### src/ltbc_pkg.sv
// Shared types and constants for the LED timeout and blink controller.
// No dependencies.
package ltbc_pkg;

    typedef enum logic [2:0] {
        CMD_TICK    = 3'd0,
        CMD_ON      = 3'd1,
        CMD_OFF     = 3'd2,
        CMD_BLINK   = 3'd3,
        CMD_ENDLESS = 3'd4
    } t_cmd;

    localparam int CNT_W = 16;
    typedef logic [CNT_W-1:0] t_cnt;

    localparam t_cnt CNT_MAX = '1;

    localparam t_cnt ON_TIME_RST      = 16'd3000;
    localparam t_cnt BLINK_PERIOD_RST = 16'd500;

    // Register indexes on the configuration port.
    localparam logic REG_ON_TIME      = 1'b0;
    localparam logic REG_BLINK_PERIOD = 1'b1;

    localparam int PIN_W = 2;

    function automatic t_cnt sat_inc(input t_cnt v);
        return (v == CNT_MAX) ? v : t_cnt'(v + 1'b1);
    endfunction

endpackage

### src/led_timeout_blink_controller_unit.sv
// Top level of the LED timeout and blink controller: command decode, LED
// state, configuration registers and the result register.
// Depends on ltbc_pkg.

// Each accepted item is one command (tick, turn on, turn off, set blink, set
// endless) and yields one result item that shows the pin levels and mode flags
// after the command. The block takes one item per cycle: the whole update is
// a single pass of compares and saturating increments between the LED state
// registers and the result register, and a new item is accepted whenever the
// result register is empty or its item is taken in the same cycle. A result
// appears in the cycle after its item is accepted. on_time sits at byte address 0
// and blink_period at byte address 4 of the APB port; both should be written
// only while no item is in flight.
module led_timeout_blink_controller_unit #(
    parameter int LED_COUNT = 2
) (
    input  logic                        i_clk,
    input  logic                        i_rst_n,
    // Command channel
    input  logic                        i_in_valid,
    output logic                        o_in_ready,
    input  logic [2:0]                  i_cmd,
    input  logic                        i_led,
    input  logic                        i_flag,
    // Result channel
    output logic                        o_out_valid,
    input  logic                        i_out_ready,
    output logic [ltbc_pkg::PIN_W-1:0]  o_pin_levels,
    output logic                        o_blink_on,
    output logic                        o_endless_on,
    // Configuration port
    input  logic                        psel,
    input  logic                        penable,
    input  logic                        pwrite,
    input  logic [2:0]                  paddr,
    input  logic [31:0]                 pwdata,
    output logic [31:0]                 prdata,
    output logic                        pready
);
    import ltbc_pkg::*;

    // Configuration registers
    t_cnt r_on_time;
    t_cnt r_blink_period;

    // LED state
    logic [LED_COUNT-1:0] r_lit,     n_lit;
    logic [LED_COUNT-1:0] r_pin,     n_pin;
    t_cnt                 r_elapsed [LED_COUNT];
    t_cnt                 n_elapsed [LED_COUNT];
    logic                 r_blink,   n_blink;
    logic                 r_endless, n_endless;
    t_cnt                 r_phase,   n_phase;

    // Result register
    logic                 r_out_valid;
    logic [PIN_W-1:0]     r_out_pins, n_out_pins;
    logic                 r_out_blink;
    logic                 r_out_endless;

    logic in_acc;
    logic cfg_wr;

    assign o_in_ready = !r_out_valid || i_out_ready;
    assign in_acc     = i_in_valid && o_in_ready;
    assign cfg_wr     = psel && penable && pwrite;
    assign pready     = 1'b1;

    // Configuration port
    always_ff @(posedge i_clk) begin
        if (!i_rst_n) begin
            r_on_time      <= ON_TIME_RST;
            r_blink_period <= BLINK_PERIOD_RST;
        end else if (cfg_wr) begin
            unique case (paddr[2])
                REG_ON_TIME:      r_on_time      <= pwdata[CNT_W-1:0];
                REG_BLINK_PERIOD: r_blink_period <= pwdata[CNT_W-1:0];
                default:          ;
            endcase
        end
    end

    always_comb begin
        prdata = '0;
        unique case (paddr[2])
            REG_ON_TIME:      prdata = {{(32-CNT_W){1'b0}}, r_on_time};
            REG_BLINK_PERIOD: prdata = {{(32-CNT_W){1'b0}}, r_blink_period};
            default:          prdata = '0;
        endcase
    end

    // Command update
    always_comb begin
        logic expired;
        logic hit;
        t_cnt phase_inc;

        n_lit     = r_lit;
        n_pin     = r_pin;
        n_elapsed = r_elapsed;
        n_blink   = r_blink;
        n_endless = r_endless;
        n_phase   = r_phase;
        expired   = 1'b0;
        hit       = 1'b0;
        phase_inc = sat_inc(r_phase);

        unique case (i_cmd)
            CMD_TICK: begin
                for (int i = 0; i < LED_COUNT; i++) begin
                    if (r_lit[i]) begin
                        n_elapsed[i] = sat_inc(r_elapsed[i]);
                    end
                end
                n_phase = phase_inc;
                // Only the first expired LED is switched off on a tick.
                for (int i = 0; i < LED_COUNT; i++) begin
                    if (!expired && r_lit[i] && !r_endless &&
                        (n_elapsed[i] > r_on_time)) begin
                        expired  = 1'b1;
                        n_blink  = 1'b0;
                        n_lit[i] = 1'b0;
                        n_pin[i] = 1'b0;
                    end
                end
                if (!expired && r_blink && (phase_inc > r_blink_period)) begin
                    n_pin   = r_pin ^ r_lit;
                    n_phase = t_cnt'(phase_inc - r_blink_period);
                end
            end
            CMD_ON: begin
                for (int i = 0; i < LED_COUNT; i++) begin
                    hit = (32'(i_led) == i);
                    if (hit && !r_lit[i]) begin
                        n_lit[i]     = 1'b1;
                        n_pin[i]     = 1'b1;
                        n_elapsed[i] = '0;
                    end
                end
            end
            CMD_OFF: begin
                for (int i = 0; i < LED_COUNT; i++) begin
                    hit = (32'(i_led) == i);
                    if (hit) begin
                        n_lit[i] = 1'b0;
                        n_pin[i] = 1'b0;
                    end
                end
            end
            CMD_BLINK: begin
                if (i_flag && !r_blink) begin
                    n_phase = '0;
                end
                n_blink = i_flag;
            end
            CMD_ENDLESS: begin
                n_endless = i_flag;
            end
            default: ;
        endcase
    end

    always_comb begin
        n_out_pins = '0;
        for (int i = 0; i < LED_COUNT && i < PIN_W; i++) begin
            n_out_pins[i] = n_pin[i];
        end
    end

    always_ff @(posedge i_clk) begin
        if (!i_rst_n) begin
            r_lit     <= '0;
            r_pin     <= '0;
            r_blink   <= 1'b0;
            r_endless <= 1'b0;
            r_phase   <= '0;
            for (int i = 0; i < LED_COUNT; i++) begin
                r_elapsed[i] <= '0;
            end
        end else if (in_acc) begin
            r_lit     <= n_lit;
            r_pin     <= n_pin;
            r_blink   <= n_blink;
            r_endless <= n_endless;
            r_phase   <= n_phase;
            r_elapsed <= n_elapsed;
        end
    end

    always_ff @(posedge i_clk) begin
        if (!i_rst_n) begin
            r_out_valid <= 1'b0;
        end else if (in_acc) begin
            r_out_valid <= 1'b1;
        end else if (i_out_ready) begin
            r_out_valid <= 1'b0;
        end
    end

    always_ff @(posedge i_clk) begin
        if (in_acc) begin
            r_out_pins    <= n_out_pins;
            r_out_blink   <= n_blink;
            r_out_endless <= n_endless;
        end
    end

    assign o_out_valid  = r_out_valid;
    assign o_pin_levels = r_out_pins;
    assign o_blink_on   = r_out_blink;
    assign o_endless_on = r_out_endless;

    // A pin can only be driven high while its LED is lit.
    a_pin_needs_lit: assert property (@(posedge i_clk) disable iff (!i_rst_n)
        (r_pin & ~r_lit) == '0)
        else $error("pin driven high for an unlit LED");

    // Every accepted item leaves a result in the output register.
    a_acc_gives_result: assert property (@(posedge i_clk) disable iff (!i_rst_n)
        in_acc |=> r_out_valid)
        else $error("accepted item produced no result");

    // In endless mode a tick never switches a LED off.
    a_endless_keeps_lit: assert property (@(posedge i_clk) disable iff (!i_rst_n)
        (in_acc && (i_cmd == CMD_TICK) && r_endless) |=> (r_lit == $past(r_lit)))
        else $error("tick switched off a LED in endless mode");

    // The blink and endless flags in the result match the internal state after the item.
    a_blink_flag_matches: assert property (@(posedge i_clk) disable iff (!i_rst_n)
        in_acc |=> (r_out_blink == r_blink) && (r_out_endless == r_endless))
        else $error("result flags differ from controller state");

endmodule
### config.mk
export PLATFORM = sky130hd
export DESIGN_NAME = led_timeout_blink_controller_unit
export DESIGN_NICKNAME = d
export VERILOG_FILES = /design/src/ltbc_pkg.sv /design/src/led_timeout_blink_controller_unit.sv
export SDC_FILE = /design/constraint.sdc
export NUM_CORES = 1
export LEC_CHECK = 0
export CELL_PAD_IN_SITES_DETAIL_PLACEMENT = 1
export CELL_PAD_IN_SITES_GLOBAL_PLACEMENT = 2
export CORE_MARGIN = 4
export CORE_UTILIZATION = 36
export DETAILED_ROUTE_END_ITERATION = 12
export DONT_BUFFER_PORTS = 1
export PLACE_DENSITY_LB_ADDON = 0.1
export SETUP_SLACK_MARGIN = 0.15
export SLEW_MARGIN = 15
export SYNTH_ARGS = -nofsm -noshare
export SYNTH_HDL_FRONTEND = slang
export SYNTH_SLANG_ARGS = --single-unit
### constraint.sdc
create_clock -name i_clk -period 5.1 [get_ports i_clk]
set_input_delay 0.255 -clock i_clk [delete_from_list [all_inputs] [get_ports i_clk]]
set_output_delay 0.255 -clock i_clk [all_outputs]
set_load 0.02 [all_outputs]
# --- After elaboration in Yosys (flattened, before gate mapping) ---
# Cells that the tools add are included.
op_classes:
  order_cmp: 3
  n_shift: 0
  eq_ne: 14
  mux: 39
  bitwise: 3
  n_mul: 0
  n_reduce_logical: 33
  addsub: 4
  div: 0
ops:
  columns: ["op", "n"]
  rows:
  - ["$mux W16", 11]
  - ["$pmux W32 S2", 2]
  - ["$add A16 B1 Y16 const B", 3]
  - ["$eq A16 B16 Y1 const B", 3]
  - ["$gt A16 B16 Y1", 3]
  - ["$pmux W16 S2", 1]
  - ["$mux W1", 21]
  - ["$sub A16 B16 Y16", 1]
  - ["$ne A2 B2 Y1 const B", 7]
  - ["$logic_and A1 B1 Y1", 13]
  - ["$pmux W2 S3", 2]
  - ["$reduce_and A5 Y1", 2]
  - ["$reduce_and A3 Y1", 3]
  - ["$logic_not A1 Y1", 7]
  - ["$eq A3 B2 Y1 const B", 2]
  - ["$reduce_bool A2 Y1", 3]
  - ["$reduce_and A2 Y1", 2]
  - ["$eq A3 B1 Y1 const B", 1]
  - ["$eq A3 B3 Y1 const B", 1]
  - ["$logic_not A3 Y1", 1]
  - ["$reduce_bool A3 Y1", 1]
  - ["$mux W2", 1]
  - ["$not A1 Y1", 2]
  - ["$pmux W1 S2", 1]
  - ["2 further kinds", 2]
word_totals:
  regBits: 91
  latchBits: 0
  romBits: 0
  ramBits: 0
  memories: 0

# --- Depth between registers and ports, before layout ---
depth:
  depth_word: 19
  ltp_mapped: 19
  ltp_nobuf: 16

# --- Least setup slack after synthesis ---
# No wires, ideal clock.
synth_timing:
  path_kind: "register -> register"
  start: "register r_elapsed[6] in the netlist's numbering"
  end: "register r_phase[7]"
  path_slack_ns: 1.174
  t_arrival_ns: 3.857
  path_buffers: 1
  period_less_slack_ns: 3.926
  stages_incl_launch_ff: 16
  cell_sequence: "dfxtp_1 > nand3_1 > or3_1 > o31ai_2 > nor2_2 > and3_1 > nand3_1 > xnor2_1 > ha_1 > a211o_1 > o311a_1 > o31ai_4 > nand4_2 > buf_6 > or4_1 > o21ai_1"
synth_via:
  elab_chain_len: 13
  elab_cells_between_ends: 14
  classes_between: "add/sub (1); order compare (1); eq/ne (1); mux (7); reduce/logical (4)"
synth_rtl:
  columns: ["element", "line_no", "source"]
  rows:
  - ["start, declared", "led_timeout_blink_controller_unit.sv:49", "t_cnt r_elapsed [LED_COUNT];"]
  - ["start signal, assigned", "led_timeout_blink_controller_unit.sv:186", "r_elapsed <= n_elapsed;"]
  - ["$add A16 B1 Y16 / $eq A16 B16 Y1 (equally long branches)", "ltbc_pkg.sv:28", "return (v == CNT_MAX) ? v : t_cnt'(v + 1'b1);"]
  - ["$mux W16", "ltbc_pkg.sv:28", null]
  - ["$mux W16 (*)", "led_timeout_blink_controller_unit.sv:111", "if (r_lit[i]) begin"]
  - ["$mux W16 (*)", "led_timeout_blink_controller_unit.sv:108", "unique case (i_cmd)"]
  - ["$gt A16 B16 Y1 (*)", "led_timeout_blink_controller_unit.sv:119", "(n_elapsed[i] > r_on_time)) begin"]
  - ["$logic_and A1 B1 Y1 (*)", "led_timeout_blink_controller_unit.sv:118", "if (!expired && r_lit[i] && !r_endless &&"]
  - ["$mux W1 (*)", "led_timeout_blink_controller_unit.sv:118", null]
  - ["$mux W1 (*)", "led_timeout_blink_controller_unit.sv:108", null]
  - ["$logic_not A1 Y1 (*)", "led_timeout_blink_controller_unit.sv:126", "if (!expired && r_blink && (phase_inc > r_blink_period)) begin"]
  - ["$logic_and A1 B1 Y1 (*) (2 in series)", "led_timeout_blink_controller_unit.sv:126", null]
  - ["$mux W16 (*)", "led_timeout_blink_controller_unit.sv:126", null]
  - ["$pmux W16 S2 (*)", "led_timeout_blink_controller_unit.sv:108", null]
  - ["end signal, assigned", "led_timeout_blink_controller_unit.sv:185", "r_phase <= n_phase;"]
  - ["end, declared", "led_timeout_blink_controller_unit.sv:53", "t_cnt r_phase, n_phase;"]
# Every way passes the cells marked *; elsewhere a longest branch is shown, timed or not. The select of a mux whose other input is x is not followed.
# A chain may end at the register's enable or synchronous reset.

# --- Final worst setup path ---
layout_timing:
  start: "register r_elapsed[3] in the netlist's numbering"
  end: "register r_phase[15]"
# The elaborated chain is that of the path after synthesis.

==> reports/metrics.cfg <==
[drt]
routed_wirelength_um = 21200
first_iter_violations = 373
detail_route.wl_per_cell_um = 19.85
ant_nets = 0
drc_errors = 0
routed-via-count = 6036
first_pass_iters = 5
viasPerCell = 5.652

[final_layout]
area_growth_pct = 7.143
most-common-layout-cells = nand2_1 (144), dfxtp_1 (87), o21ai_0 (59)
n_fill_cell = 2206
num-nets-final = 932
final_common_cell = nand2_1
drive_above_1_share = 0.04415

[floorplan]
die_h_um = 142.7
fp-row-count = 49
initial_utilization = 0.3650
core_area_um2 = 17900
die_w_um = 142.7
io_pins = 86
fp.dieArea_um2 = 20370

[clocking]
clk_pin_slew_ns = 0.08
tritoncts = built
cts_buffer_depth = 2
root_buffer = clkbuf_16
clk_latency_ns = 0.36
cts_buffers = 9
h-tree-depth = 3
cts_sinks = 91

[logic_synthesis]
synth_cells = 853
async_flop_share = 0
ys_types = 69
synth_edf_count = 4
yosys_warnings = 0
ys.flop_type = dfxtp_1
seq_area_frac_synth = 0.2849
syn_area_um2 = 6534
synth.avg_cell_area_um2 = 7.660
ys_ff_latch = 91

[grt]
grt_overflow_total = 0
grt_pass1_wl_um = 33620
gr-usage-all-layers = 0.2104
antenna_found_initial = 0
first_global_vias = 6030
grt_max_degree = 41

[power]
max-vdd-ir-drop_v = 0.0002108
p_leak_nw = 2.861
finalPower_w = 0.001586
cellPowerDensity_nw_per_um2 = 226.6

[worst_setup_path]
reg2reg_to = r_phase[15]$_SDFFE_PN0P_
critPathCaptureType = register
reg2reg_depth = 15
reg2reg_slack_ns = 0.39
r2r_start = r_elapsed[3]$_SDFFE_PN0P_
startpoint_type = register
cp.arrival_ns = 4.95
path_max_fanout = 34
slowest_stage = dfxtp_1
cp.required_ns = 5.34
max_stage_delay_ns = 0.45
path_class = reg2reg
worstPathCellList = nand3_1 > or3_1 > o31ai_2 > nor2_2 > and3_1 > nand3_1 > xnor2_1 > ha_1 > a211o_1 > o311a_1 > o31ai_4 > nand4_2 > buf_12 > a32o_1 > or3_1

[timing]
worst_pin_slew_ns = 0.9986
fmax_ghz = 0.2121
hold_violations = 0
max_slew_margin = 0.3272
fin_tns_setup_ns = 0
timing.final.crit_share = 0.9244
skew_ns = 0.01508
setup-violations-final = 0
fin_crit_ns = 4.714
drv_slew = 0
rsz0062_at_grt = false

[hold_path]
min_path_type = in2reg
min_from = i_rst_n
holdPathEnd = r_elapsed[29]$_SDFFE_PN0P_
whs_path_depth = 1

[placed_design]
gp_congestion = 0.8740
portBuffers = 0
hpwl_um = 16120

[status]
status = finished clean

[run]
drv_cap = 0

## worst max-delay path: cells and delay by family, from the launching register on
family / cells / cell delay (ns)
flops: 1 / 0.45
compound gates: 5 / 1.69
fa+ha+maj: 1 / 0.32
simple gates: 7 / 1.67
buf+inv: 1 / 0.28
xor+xnor: 1 / 0.18
## through the flow
step	util	cell area, µm²	std cells	worst slack, ns	hold WS [ns]
final	0.3910	7000	1068	0.3857	0.01674
after global routing	0.3909	6998	1067	0.1567	0.01136
after CTS	0.3906	6993	1067	0.4126	0.006559
after detailed placement	0.3722	6664	1050	0.4425	0.3581
after global placement	0.3722	6664	1050	0.5209	0.3553
after floorplan	-	6590	868	1.174	0.3932
## kinds of logic (layout without fill, tap and decap cells)
| family | Yosys count | count (layout) | share of synthesized area |
|---|---|---|---|
| other cells | 2 | 18 | 0.001149 |
| compound gates | 239 | 239 | 0.2499 |
| mux | 4 | 4 | 0.006319 |
| buf+inv | 102 | 72 | 0.07009 |
| xor+xnor | 45 | 45 | 0.06032 |
| fa+ha+maj | 52 | 52 | 0.1007 |
| simple gates | 318 | 318 | 0.2265 |
| flops | 91 | 91 | 0.2849 |
## final cells by class
class	instances	area, µm²	share of cell area
antenna	1	2.502	0.0003575
clock buffer	9	225.2	0.03217
clock inverter	7	93.84	0.01340
inverter	48	180.2	0.02574
multi-input combinational	675	4275	0.6107
sequential	91	1862	0.2660
tap	229	286.5	0.04093
timing repair buffer	8	75.07	0.01072
## report_power, final
part / internal [W] / switching, W / leakage, nW
Clock: 0.000354 / 0.000361 / 0.153
Combinational: 0.0000372 / 0.0000914 / 1.96
Sequential: 0.000728 / 0.0000139 / 0.744
## state kept, by name, indices dropped and copies added (netlist names)
name,cells
r_phase,16
r_endless,1
r_lit,2
o_out_valid,1
o_pin_levels,2
o_blink_on,1
r_blink_period,16
r_elapsed,32
r_pin,2
o_endless_on,1
r_on_time,16
r_blink,1
## synthesized netlist by cell type, types with 5 or more instances
library cell	n	share of area
a211oi_1	6	0.0069
a21boi_0	24	0.028
a21o_1	13	0.015
a21oi_1	35	0.027
a22o_1	13	0.017
a31oi_1	11	0.011
a32oi_1	5	0.0067
and2_1	5	0.0048
and3_1	9	0.0086
and4_1	5	0.0067
buf_4	17	0.020
clkbuf_1	33	0.019
dfxtp_1	87	0.27
ha_1	51	0.098
inv_1	48	0.028
nand2_1	144	0.083
nand2b_1	6	0.0057
nand3_1	32	0.025
nand4_1	17	0.016
nor2_1	48	0.028
nor2b_1	14	0.013
nor3_1	19	0.015
o211ai_1	17	0.020
o21a_1	12	0.014
o21ai_0	59	0.045
o31ai_1	9	0.010
xnor2_1	31	0.042
xor2_1	14	0.019
## how the worst max path moves through the flow
stage / startpoint / endpoint / slack (ns) / depth (start not counted)
after floorplan: r_elapsed[6]$_SDFFE_PN0P_ / r_phase[7]$_SDFFE_PN0P_ / 1.17 / 15
after global placement: r_elapsed[6]$_SDFFE_PN0P_ / r_phase[15]$_SDFFE_PN0P_ / 0.52 / 15
after detailed placement: r_elapsed[3]$_SDFFE_PN0P_ / r_phase[15]$_SDFFE_PN0P_ / 0.44 / 15
after CTS: r_elapsed[19]$_SDFFE_PN0P_ / r_phase[15]$_SDFFE_PN0P_ / 0.41 / 15
after global routing: r_elapsed[6]$_SDFFE_PN0P_ / r_phase[15]$_SDFFE_PN0P_ / 0.16 / 15
final: r_elapsed[3]$_SDFFE_PN0P_ / r_phase[15]$_SDFFE_PN0P_ / 0.39 / 15
## metal layers
layer,part of all wire,GRT usage,wire length (µm),vias to the layer above
met2,0.47,0.3442,9958,97
met4,0.018,0.05803,391,0
met3,0.036,0.04220,771,19
met5,0,0,0,-
li1,-,-,-,2977
met1,0.48,0.2829,10080,2943
## timing repair
| action | CTS | global route |
|---|---|---|
| resized for setup | 0 | 1 |
| setup endpoints to repair | 0 | 6 |
| hold buffers | 1 | 0 |
| setup buffers | 0 | 0 |
| endpoints found under the hold margin | 14 | 0 |
Note: power is estimated with default switching activity, not from simulation.
